--- src/hw/rtl/gdf_ram.sv ---
// ----------------------------------------------------------------------------
// gdf_ram
// Generic single-write, single-read synchronous RAM with registered read.
// ----------------------------------------------------------------------------
module gdf_ram #(
	parameter int WIDTH = 8,
	parameter int DEPTH = 16
) (
	input  logic                              clk,
	input  logic                              we,
	input  logic [$clog2(DEPTH > 1 ? DEPTH : 2)-1:0] waddr,
	input  logic [WIDTH-1:0]                  wdata,
	input  logic                              re,
	input  logic [$clog2(DEPTH > 1 ? DEPTH : 2)-1:0] raddr,
	output logic [WIDTH-1:0]                  rdata
);

	logic [WIDTH-1:0] mem [DEPTH];

	// Write port
	always_ff @(posedge clk) begin
		if (we) begin
			mem[waddr] <= wdata;
		end
	end

	// Registered read port
	always_ff @(posedge clk) begin
		if (re) begin
			rdata <= mem[raddr];
		end
	end

endmodule

--- config.mk ---
export PLATFORM = sky130hd
export DESIGN_NAME = gdf_ram
export DESIGN_NICKNAME = d
export VERILOG_FILES = /design/src/hw/rtl/gdf_ram.sv
export SDC_FILE = /design/constraint.sdc
export NUM_CORES = 1
export LEC_CHECK = 0
export BUFFER_PORTS_ARGS = -buffer_cell sky130_fd_sc_hd__buf_4
export CAP_MARGIN = 20
export CORE_MARGIN = 10
export CORE_UTILIZATION = 50
export CTS_CLUSTER_DIAMETER = 100
export CTS_CLUSTER_SIZE = 20
export DETAILED_ROUTE_END_ITERATION = 10
export GPL_TIMING_DRIVEN = 0
export PLACE_DENSITY = 0.72
export SYNTH_ARGS = -nofsm -noshare
export SYNTH_HDL_FRONTEND = slang
export SYNTH_SLANG_ARGS = --single-unit
--- constraint.sdc ---
create_clock -name clk -period 2.6 [get_ports clk]
set_clock_uncertainty 0.15 [all_clocks]
set_input_delay 0.13 -clock clk [delete_from_list [all_inputs] [get_ports clk]]
set_output_delay 0.13 -clock clk [all_outputs]
set_load 0.1 [all_outputs]
; Word-level counts from Yosys, hierarchy flattened
; Memories as Yosys holds them, arrays and structs flattened. A register that Yosys moved wholly into a read port is not among the register bits.
; Cells that the tools add are included.
; Widths: inputs -> output; s select.
[classes]
order_cmp = 0
addsub = 0
n_mux = 2
n_div = 0
n_mul = 0
shift = 0
n_eq_ne = 0
reduce_logical = 0
bitwise = 0
[op_table]
columns = operator, n
row1 = $mux 1, 2
[word_totals]
register_bits = 0
mem_bits_ro = 0
in_bits = 19
latch_bits = 0
mem_bits_rw = 128
output_inout_bits = 8
mem_count = 1
[mem_list]
columns = name, words, word_bits, rd, rd_clocked_by_memory_dff, write_ports, line_no
row1 = mem, 16, 8, 1, 1, 1, 18  ; logic [WIDTH-1:0] mem [DEPTH];

; Longest topological paths before layout
[depth]
ltp_word = 2
ltp_mapped = 5
ltp_nobuf = 3

; Least setup slack after synthesis
; No wires, ideal clock.
[synth_timing]
path_kind = input-to-reg
start = input waddr[2] in the netlist's numbering
end = memory mem[0][0], enable pin
cell_stages = 2
required_time_ps = 2067
t_arrival_ps = 1240
slack_ps = 827
cell_sequence = or3b_2 > nor3_1
[synth_lines]
columns = item, line_no
row1 = "start, declared", 11  ; input logic [$clog2(DEPTH > 1 ? DEPTH : 2)-1:0] waddr,
row2 = "end, declared", 18
; No word-level cell before the write port.

; Final worst setup path
[layout_timing]
start = input waddr[1] in the netlist's numbering
end = memory mem[1][2], enable pin
; No word-level cell before the write port.

==> key figures <==
Run status
  – Status: completed

Route
  – Routed wire length: 9.76 mm
  – Antenna-violating nets left: 0
  – Vias per inst: 5.60
  – Initial drt markers: 199
  – First drt pass iteration count: 4
  – WL/cell: 22.3 µm
  – Via count: 2452
  – DRC viols: 0

GRT
  – Global-route usage over all layers: 14.3%
  – Pin count of the biggest net entering global routing: 17
  – Antenna violations before repair: 0
  – Vias in the first global route: 2625
  – Grt ovf: 0
  – Global-route wire length before repair: 15.2 mm

Clocking
  – H-tree levels: 4
  – Worst-path clk slew: 50 ps
  – CTS tree: yes
  – CTS Buf Count: 17
  – Worst-skew pair later-pin latency: 520 ps
  – CTS max path bufs: 2
  – CTS root buf: clkbuf_8
  – Clk sinks: 136
  – Setup Fix Bufs, Post-CTS: 0

Floorplan
  – Die H: 122 µm
  – Die W: 122 µm
  – CORE AREA: 10300 µm²
  – Row Count: 37
  – I/O pins: 27
  – Initial Util: 50.9%
  – Die area: 14900 µm²

Yosys
  – Sequential-to-total area share from yosys stat: 78.1%
  – Post-synth top flop: edfxtp_1
  – Most common cell in the netlist: edfxtp_1
  – Most instantiated cells after synthesis: 136 x edfxtp_1, 18 x mux4_2, 16 x a22oi_1, 14 x mux4_1, 13 x nor2_1
  – Top cells by area, synth: edfxtp_1 78%, mux4_2 7.8%, mux4_1 7.0%
  – Net Count, Synth: 248
  – Post-synthesis cell count: 229
  – EDFF count, synth: 136
  – Synth top area share: 78.1%
  – Netlist cell types: 18
  – Area leader, netlist: edfxtp_1
  – Synthesized cell area: 5230 µm²
  – Syn Area/Cell: 22.8 µm²
  – Post-synth ARST share: 0%
  – Syn. warnings: 0
  – Yosys reg bits: 136

STA
  – Setup-failing EPs final: 0
  – RSZ-0062 raised after global routing: no
  – Final hold vios: 0
  – Final Max Slew Viols: 0
  – Setup_tns: 0 ps
  – Fin crit share: 67.5%
  – Slew HR: 44.0%
  – Period minus WS final: 1760 ps
  – Worst slew pin tran: 837 ps
  – Final hold slack: 48.4 ps
  – Max Clock Freq: 570 MHz

Placed design
  – Routability cong.: 0.769
  – Input/output buffers: 25
  – HPWL Detailed: 6.25 mm

Layout
  – Share of cells above drive strength 1: 27.2%
  – Area of the multi-input gates: 1060 µm²
  – Fill cells: 713
  – NumNets Final: 308
  – Synth-to-Final Area Change: 21.3%
  – Post-layout utilization of the core: 61.7%
  – FF/Latch Area: 4080 µm²
  – Antenna cell count: 0

Hold path
  – Hold Path Origin: raddr[1]
  – Worst min-delay path endpoint: rdata[0]
  – HP Class: input port to register
  – Min-Delay Path Depth: 4

Job
  – Max-Cap Viols: 0

Worst setup path
  – Critical Path RT: 2580 ps
  – Reg2Reg Capture Point: rdata[0]
  – R2r startpoint: mem[5][0]
  – Data arrival time of the critical path: 1740 ps
  – Worst r2r path cells: 3
  – Kind of critical path: input port to register
  – Critical path launch point type: input port
  – Setup crit end kind: register
  – R2R Setup Slk: 920 ps
  – CP max FO: 8

Power
  – Max rail drop VDD: 0.000525 V
  – P per Cell Area: 828 nW/µm²
  – Final Power: 5.25 mW
  – Leak Pwr: 2.14 nW
==> metal layers <==
| layer | up-vias | wire length [µm] | global-route usage [%] |
|---|---|---|---|
| met4 | 0 | 138 | 5.82 |
| met1 | 1246 | 3970 | 18.1 |
| met3 | 13 | 634 | 4.18 |
| met5 | - | 0 | 0 |
| met2 | 87 | 5010 | 22.8 |
| li1 | 1106 | - | - |
==> repair_timing <==
action,in CTS,in global routing
gates resized for setup,0,0
hold buffers,12,0
endpoints found under the hold margin,149,0
==> worst max-delay path, stage by stage <==
cell	delay, ps
dlygate4sd3_1	540
buf_4	160
nand2b_1	220
nor2_1	680
==> kinds of logic (layout without fill, tap and decap cells) <==
logic type / Yosys count / after routing / synth area share (%)
AOI/OAI and AO/OA: 16 / 16 / 2.30
buffers and inverters: 10 / 83 / 1.65
DFF: 136 / 136 / 78.1
muxes: 32 / 32 / 14.8
and+or+nand+nor: 35 / 35 / 3.14
==> per-stage QoR <==
step	cell area (µm²)	setup slack (ps)	std cells
finish	6340	844	438
global route	6340	784	438
detailed placement	5620	526	394
floorplan	5230	827	229
global placement	5590	270	390
CTS	6340	885	438
==> worst max path at each step <==
| stage | start | to | slack (ps) |
|---|---|---|---|
| 3_3_place_gp | waddr[2] | mem[0][4] | 270 |
| 6_report | waddr[1] | mem[1][2] | 840 |
| 3_5_place_dp | waddr[2] | mem[0][3] | 530 |
| 4_1_cts | mem[5][0] | rdata[0] | 890 |
| 2_1_floorplan | waddr[2] | mem[0][0] | 830 |
| 5_1_grt | waddr[0] | mem[6][6] | 780 |
==> layout make-up <==
| class | count | share of cell area [%] |
|---|---|---|
| Sequential cell | 136 | 64.4 |
| Clock buffer | 21 | 6.77 |
| Tap cell | 136 | 2.68 |
| Timing Repair Buffer | 41 | 5.33 |
| Multi-Input combinational cell | 83 | 16.7 |
| Buffer | 10 | 1.36 |
| Clock inverter | 11 | 2.80 |
==> flip-flops by register name (all words and copies together), names as in the netlist <==
signal  flops
mem       128
rdata       8
==> report_power, final <==
part	internal [mW]	switching [mW]	leakage [nW]	total, mW
clock	1.64	0.800	0.290	2.44
sequential	2.47	0.0106	1.24	2.48
combinational	0.121	0.213	0.613	0.334
total	4.23	1.02	2.14	5.25
==> cells in the final DEF, fill, tap and decap left out <==
master and count:
mux4_2 18, clkbuf_1 4, nor2_1 13, mux4_1 14, nor3_1 4, dlygate4sd3_1 12, buf_4 30, clkinvlp_4 1
or3b_2 1, nand3b_1 2, buf_6 3, bufinv_16 5, clkbuf_16 16, a22oi_1 16, buf_2 3, clkdlybuf4s25_2 3
nand2b_1 2, clkinv_1 4, nor2b_1 1, edfxtp_1 136, nand3_1 1, and2b_1 1, and2_1 1, nand2_1 9
clkinv_2 1, clkbuf_8 1
(Power assumes the default switching activity.)
