<file path="config.mk">
export PLATFORM = sky130hd
export DESIGN_NAME = gdf_scan
export DESIGN_NICKNAME = d
export VERILOG_FILES = /design/src/hw/rtl/gdf_pkg.sv /design/src/hw/rtl/gdf_scan.sv
export SDC_FILE = /design/constraint.sdc
export NUM_CORES = 1
export LEC_CHECK = 0
export ABC_AREA = 1
export BUFFER_PORTS_ARGS = -buffer_cell sky130_fd_sc_hd__buf_2
export CORE_MARGIN = 3
export CORE_UTILIZATION = 37
export CTS_CLUSTER_SIZE = 30
export DETAILED_ROUTE_END_ITERATION = 8
export GPL_TIMING_DRIVEN = 0
export HOLD_SLACK_MARGIN = 0.05
export PLACE_DENSITY = 0.77
export RECOVER_POWER = 100
export SLEW_MARGIN = 20
export SYNTH_ARGS = -nofsm -noshare
export SYNTH_HDL_FRONTEND = slang
export SYNTH_SLANG_ARGS = --single-unit
</file>
<file path="constraint.sdc">
create_clock -name clk -period 1.85 [get_ports clk]
set_input_delay 0.0925 -clock clk [delete_from_list [all_inputs] [get_ports clk]]
set_output_delay 0.0925 -clock clk [all_outputs]
set_load 0.05 [all_outputs]
</file>
<file path="src/hw/rtl/gdf_pkg.sv">
// ----------------------------------------------------------------------------
// gdf_pkg
// Types and constants shared by the group diversity filter modules.
// ----------------------------------------------------------------------------
package gdf_pkg;

	// Field and register widths
	localparam int KEY_W    = 64;
	localparam int GCNT_W   = 16;
	localparam int TOTAL_W  = 32;
	localparam int CUTOFF_W = 11;
	localparam int CFG_W    = 32;
	localparam int CFG_IX_W = 2;

	// Configuration register indexes
	localparam logic [CFG_IX_W-1:0] CFG_MAX_TOTAL     = 2'd0;
	localparam logic [CFG_IX_W-1:0] CFG_MAX_PER_GROUP = 2'd1;
	localparam logic [CFG_IX_W-1:0] CFG_GROUP_CUTOFF  = 2'd2;
	localparam logic [CFG_IX_W-1:0] CFG_STRICT_CUTOFF = 2'd3;

	// Control sequencer states
	typedef enum logic [1:0] {
		ST_IDLE,
		ST_SCAN,
		ST_UPDATE,
		ST_RESP
	} gdf_state_t;

	// Status of the table scan
	typedef struct packed {
		logic done;
		logic hit;
	} scan_stat_t;

endpackage

</file>
<file path="src/hw/rtl/gdf_scan.sv">
// ----------------------------------------------------------------------------
// gdf_scan
// Walks the filled part of the group memory, one read issued per cycle,
// and compares each returned key with the offered key.
// ----------------------------------------------------------------------------
module gdf_scan import gdf_pkg::*; #(
	parameter int TABLE_GROUPS = 1024
) (
	input  logic                 clk,
	input  logic                 arst_n,
	input  logic                 start,
	input  logic [KEY_W-1:0]     key,
	input  logic [$clog2(TABLE_GROUPS+1)-1:0] fill,
	input  logic [KEY_W-1:0]     rd_key,
	output logic                 rd_en,
	output logic [$clog2(TABLE_GROUPS > 1 ? TABLE_GROUPS : 2)-1:0] rd_addr,
	output logic [$clog2(TABLE_GROUPS > 1 ? TABLE_GROUPS : 2)-1:0] slot,
	output scan_stat_t           stat
);

	localparam int IDX_W = $clog2(TABLE_GROUPS > 1 ? TABLE_GROUPS : 2);
	localparam int CNT_W = $clog2(TABLE_GROUPS + 1);

	logic             busy_q;
	logic [CNT_W-1:0] next_q;
	logic             pend_s1;
	logic [IDX_W-1:0] pend_idx_s1;
	logic             match;
	logic             more;

	// Compare the returned entry and decide whether to keep reading
	assign match   = busy_q && pend_s1 && (rd_key == key);
	assign more    = next_q < fill;
	assign rd_en   = busy_q && !match && more;
	assign rd_addr = next_q[IDX_W-1:0];
	assign slot    = pend_idx_s1;

	always_comb begin
		stat.done = busy_q && (match || !more);
		stat.hit  = match;
	end

	// Advance the read pointer and track the outstanding read
	always_ff @(posedge clk or negedge arst_n) begin
		if (!arst_n) begin
			busy_q  <= 1'b0;
			next_q  <= '0;
			pend_s1 <= 1'b0;
		end else if (start) begin
			busy_q  <= 1'b1;
			next_q  <= '0;
			pend_s1 <= 1'b0;
		end else if (busy_q) begin
			pend_s1 <= rd_en;
			if (rd_en) begin
				next_q <= next_q + CNT_W'(1);
			end
			if (stat.done) begin
				busy_q <= 1'b0;
			end
		end
	end

	// Remember which entry the outstanding read addresses
	always_ff @(posedge clk) begin
		if (rd_en) begin
			pend_idx_s1 <= rd_addr;
		end
	end

endmodule

</file>
## Word-level counts from Yosys, hierarchy flattened

Cells that the tools add are included.

- Register bits after elaboration: 23
- Bits of input ports: 142
- Output and inout bits: 23

- Add/subtract/negate cells: 1
- Order comparisons: 1
- Equal/unequal tests: 1
- Muxes and demuxes: 8
- Reduce and logical (&&, ||, !) cells: 11

Operator list:

| kind | count |
|---|---|
| 64-bit == test | 1 |
| 11-bit 2-to-1 mux | 3 |
| 11-bit by 1-bit adder with 11-bit output (second input constant) | 1 |
| 11-bit < comparator | 1 |
| 1-bit logical AND | 5 |
| 1-bit 2-to-1 mux | 5 |
| 2-bit nonzero test | 2 |
| 1-bit logical NOT | 2 |
| 2-bit AND reduction | 1 |
| 1-bit logical OR | 1 |

## Logic depth before layout (Yosys ltp)

- Depth in word-level cells: 8
- Mapped depth: 14
- Mapped depth without buffers: 13

## Least setup slack after synthesis

OpenSTA, ideal clock, no wires.

- Path kind: register to register
- Start point: register next_q[6]
- End point: register pend_idx_s1[0] (netlist: slot[0]) (enable)
- Setup time: 379 ps
- Arrival: 1,988 ps
- Setup slack: -517 ps
- Cell stages (with the launch flop): 10
- Buffers on the path: 1
- Cells stage by stage: dfrtp_1 ha_1 a21oi_1 o21ai_0 nand2_1 o211ai_1 nor2_1 nand3_2 buf_6 inv_1

- Word-level cells in the longest chain between the ends: 2

Ends and longest elaborated chain:

| item | line | RTL |
|---|---|---|
| from (decl) | gdf_scan.sv:25 | `logic [CNT_W-1:0] next_q;` |
| from (signal assigned) | gdf_scan.sv:56 | `next_q <= next_q + CNT_W'(1);` |
| 11-bit < comparator | gdf_scan.sv:33 | `assign more = next_q < fill;` |
| 1-bit logical AND | gdf_scan.sv:34 | `assign rd_en = busy_q && !match && more;` |
| via rd_en | gdf_scan.sv:15 | `output logic rd_en,` |
| to (signal assigned) | gdf_scan.sv:67 | `pend_idx_s1 <= rd_addr;` |
| to (decl) | gdf_scan.sv:27 | `logic [IDX_W-1:0] pend_idx_s1;` |

The timed path passes the listed nets, and every way through them passes these cells.
A chain may end at the register's enable or synchronous reset.

==> impl_metrics.csv <==
group,metric,value,unit
outcome,outcome,"complete, but fails checks",
outcome,failed_checks,"negative setup slack",
timing,layout_min_cycle_time,2.10,ns
place,worst_slack_at_placement,-0.487,ns
setup_path,slowest_stage,"sky130_fd_sc_hd__dfrtp_1",
setup_path,crit_arrival,2.01,ns
worst_hold_path,worstHoldPathType,"input port to flop",
route,drt_wl_total,11.4,mm
floorplan,floorplan.die_area,9230,µm²
clock_network,clock-root-buffer,"sky130_fd_sc_hd__clkbuf_8",
timing,timing.clock.skew,0.00187,ns
grt,globalRoute.busiestLayer,"met2",
power,leakagePower,2.68,nW
route,ant_nets,0,
cells_and_area,final_layout_size_suffix_gt1_share,34.7,%
floorplan,floorplan.core_area,7810,µm²
setup_path,crit_path_end_kind,"output pin",
cells_and_area,area_growth_syn_to_layout,46.8,%
clock_network,cts_made_buffers,3,
setup_path,critPathLaunchType,"flop",
cells_and_area,fillCellCount,781,
cells_and_area,finish.net_count,877,
setup_path,critical-path-top-delay-family,"flip-flops",
yosys,synth_cells,531,
clock_network,cts_htree_levels,1,
cells_and_area,finish.cell_count_without_fillers,825,
cells_and_area,antenna_cells_inserted,0,
setup_path,cp_data_required_time,1.76,ns
cells_and_area,finished_core_util,56.4,%
timing,relSlewSlack,50.2,%
yosys,synth_largest_type_area_fraction,22.4,%
setup_path,start_to_end_type_of_the_worst_setup_path,"flop to output pin",
yosys,yosys.area.top_type,"sky130_fd_sc_hd__nand2_1",
yosys,synth_fp_nets,684,
floorplan,num_io_pins,165,
setup_path,worstPathBufferInverterCount,2,
yosys,post_synth_instance_area,3000,µm²
floorplan,start_util,38.4,%
grt,grt-ovfl-total,0,
yosys,ys.warnings.count,0,
setup_path,timing.critical_path.from,"next_q[10]",
grt,globalRouteMet2Util,42.0,%
route,drc,0,
yosys,post_synth_main_area_contributors,"sky130_fd_sc_hd__nand2_1 (22%), sky130_fd_sc_hd__inv_1 (15%), sky130_fd_sc_hd__dfrtp_1 (11%)",
route,drt_iter0_drc,230,
timing,finalCritPeriodShare,113,%
clock_network,tritoncts,"yes",
grt,maximum_number_of_pins_on_one_net_before_global_route_repair,14,
yosys,yosysUniqueCellTypes,28,
floorplan,die_w,96.1,µm
floorplan,num_rows,32,
grt,grt_first_pass_wirelength,16.7,mm
clock_network,clk_transition_reported_paths,0.09,ns
place,gpl.final_weighted_congestion,0.933,
yosys,yosysSeqAreaShare,20.8,%
yosys,ys_seq_elements,23,
cells_and_area,layout_commonest_cell,"sky130_fd_sc_hd__nand2_1",
clock_network,cts_max_path_buffers,2,
timing,worst-slew-pin-transition,0.747,ns
floorplan,floorplan.die.height,96.1,µm
setup_path,crit_path_cell_trace,"ha_4 -> nand2_4 -> nor2_4 -> nand4_1 -> a21oi_2 -> nor2_2 -> buf_4 -> a21oi_4 -> buf_8",
setup_path,regToRegStartpoint,"next_q[10]",
route,vias,3990,
grt,met3_usage,2.35,%
place,post-place-cells,797,
job,cap_violations,0,
clock_network,worstSkewPairLatency,0.27,ns
place,io_buffer_count,164,
route,route.detailed.vias_per_inst,4.84,
clock_network,clock_sink_count,23,
grt,fraction_of_met1_tracks_used_by_global_routing,29.7,%
power,vdd_drop_max,0.215,mV
timing,final-setup-viol-count,24,
setup_path,max_stage_delay,0.44,ns
grt,first_global_vias,3710,
route,first_pass_iters,7,
power,pwr_dens,348,nW/µm²
timing,finalHoldViolations,0,
grt,grt_use_total,23.2,%
place,total_half_perimeter_wirelength_after_legalization_and_detailed_placement,9.29,mm
timing,setup_ws,-0.249,ns
timing,achievable-frequency,0.476,GHz
grt,grt_antenna_before_repair,0,
timing,grt_setup_unrepaired,"true",
worst_hold_path,hp-start,"start",
setup_path,worst-path-max-fanout,2,
cells_and_area,layout_common_cells,"sky130_fd_sc_hd__nand2_1 (175), sky130_fd_sc_hd__buf_2 (160), sky130_fd_sc_hd__inv_1 (117), sky130_fd_sc_hd__nor2_1 (64), sky130_fd_sc_hd__nand4_1 (33)",
route,detail_route.wl_per_cell,13.8,µm
timing,slew_viol_final,0,
yosys,postSynthAreaPerCell,5.65,µm²
[power by group]
group          switching (mW)  total (mW)  internal (mW)  leakage, nW
registers              0.0164       0.561          0.545        0.280
logic                   0.380       0.650          0.270         2.37
clock network           0.174       0.324          0.151       0.0255
total                   0.570        1.54          0.966         2.68
[per-layer routing]
metal / vias up / part of all wire [%]
li1: 2000 / -
met3: 30 / 8.2
met4: 0 / 2.1
met2: 206 / 49
met5: - / 0
met1: 1754 / 40
[cells in the mapped netlist]
cell type	count
sky130_fd_sc_hd__o21ai_0	5
sky130_fd_sc_hd__nand2_4	1
sky130_fd_sc_hd__dlygate4sd1_1	1
sky130_fd_sc_hd__or2_2	7
sky130_fd_sc_hd__nor3_1	6
sky130_fd_sc_hd__edfxtp_1	10
sky130_fd_sc_hd__nand3_2	2
sky130_fd_sc_hd__nor2_1	66
sky130_fd_sc_hd__buf_6	2
sky130_fd_sc_hd__clkbuf_4	1
sky130_fd_sc_hd__or2_1	1
sky130_fd_sc_hd__nand2_1	179
sky130_fd_sc_hd__ha_1	11
sky130_fd_sc_hd__o2111ai_1	1
sky130_fd_sc_hd__inv_1	118
sky130_fd_sc_hd__nor3b_1	1
sky130_fd_sc_hd__nand4_1	33
sky130_fd_sc_hd__nand3_1	21
sky130_fd_sc_hd__o211ai_1	1
sky130_fd_sc_hd__nand2_2	5
sky130_fd_sc_hd__nor4_1	6
sky130_fd_sc_hd__nor2_2	3
sky130_fd_sc_hd__dfrtp_1	13
sky130_fd_sc_hd__buf_4	11
sky130_fd_sc_hd__and2_0	1
sky130_fd_sc_hd__xor2_1	5
sky130_fd_sc_hd__xnor2_1	12
sky130_fd_sc_hd__a21oi_1	8
[sequential cells by signal (all words and copies together), names as in the netlist]
register / count
pend_s1: 1
next_q: 11
busy_q: 1
slot: 10
[metrics by stage]
stage	hold slack (ns)	TNS [ns]	power (mW)	area, µm²
after floorplan	-0.203	-2.98	0.899	3010
after global placement	-0.0118	-5.08	1.17	3960
after detailed placement	0.00195	-5.80	1.18	3960
after CTS	0.134	-1.39	1.50	4220
after global routing	0.165	-4.82	1.62	4410
final	0.143	-3.81	1.54	4410
[final cells by class]
type	count	area [µm²]	share of cell area [%]
timing repair buffer	188	1050	23.7
inverter	118	447	10.1
clock buffer	3	41.3	0.937
sequential	23	636	14.4
buffer	15	125	2.84
multi-input combinational	375	1980	44.9
clock inverter	1	5.00	0.114
tap	102	128	2.90
[kinds of logic after synthesis]
kind of cell | Yosys count | synth area share (%)
AOI/OAI and AO/OA | 15 | 2.71
xor gates and xnor gates | 17 | 4.96
adders and majority gates | 11 | 4.59
buffers and inverters | 133 | 18.8
DFF | 23 | 20.8
and+or+nand+nor | 332 | 48.1
[tightest hold or removal path: cells and delay by family]
kind | cells | cell delay, ns
AND/OR/NAND/NOR | 3 | 0.17
buffers and inverters | 1 | 0.11
[final timing paths]
path / to / slack, ns / cells after the start
setup / recovery: stat[1] / -0.25 / 9
hold / removal: next_q[5] / 0.14 / 4
setup reg to reg: next_q[8] / -0.17 / 13
hold reg to reg: slot[2] / 0.60 / 0
max in group asynchronous: next_q[6] / 0.94 / 2
min in group asynchronous: next_q[9] / 0.39 / 2
[repair_timing]
action,in CTS,in global routing
endpoints found under the hold margin,13,0
gates resized for setup,24,16
endpoints found under the setup margin,22,24
hold buffers,1,0
gates cloned,0,1
pin swaps,8,7
setup buffers,13,9
(Power assumes the default switching activity.)
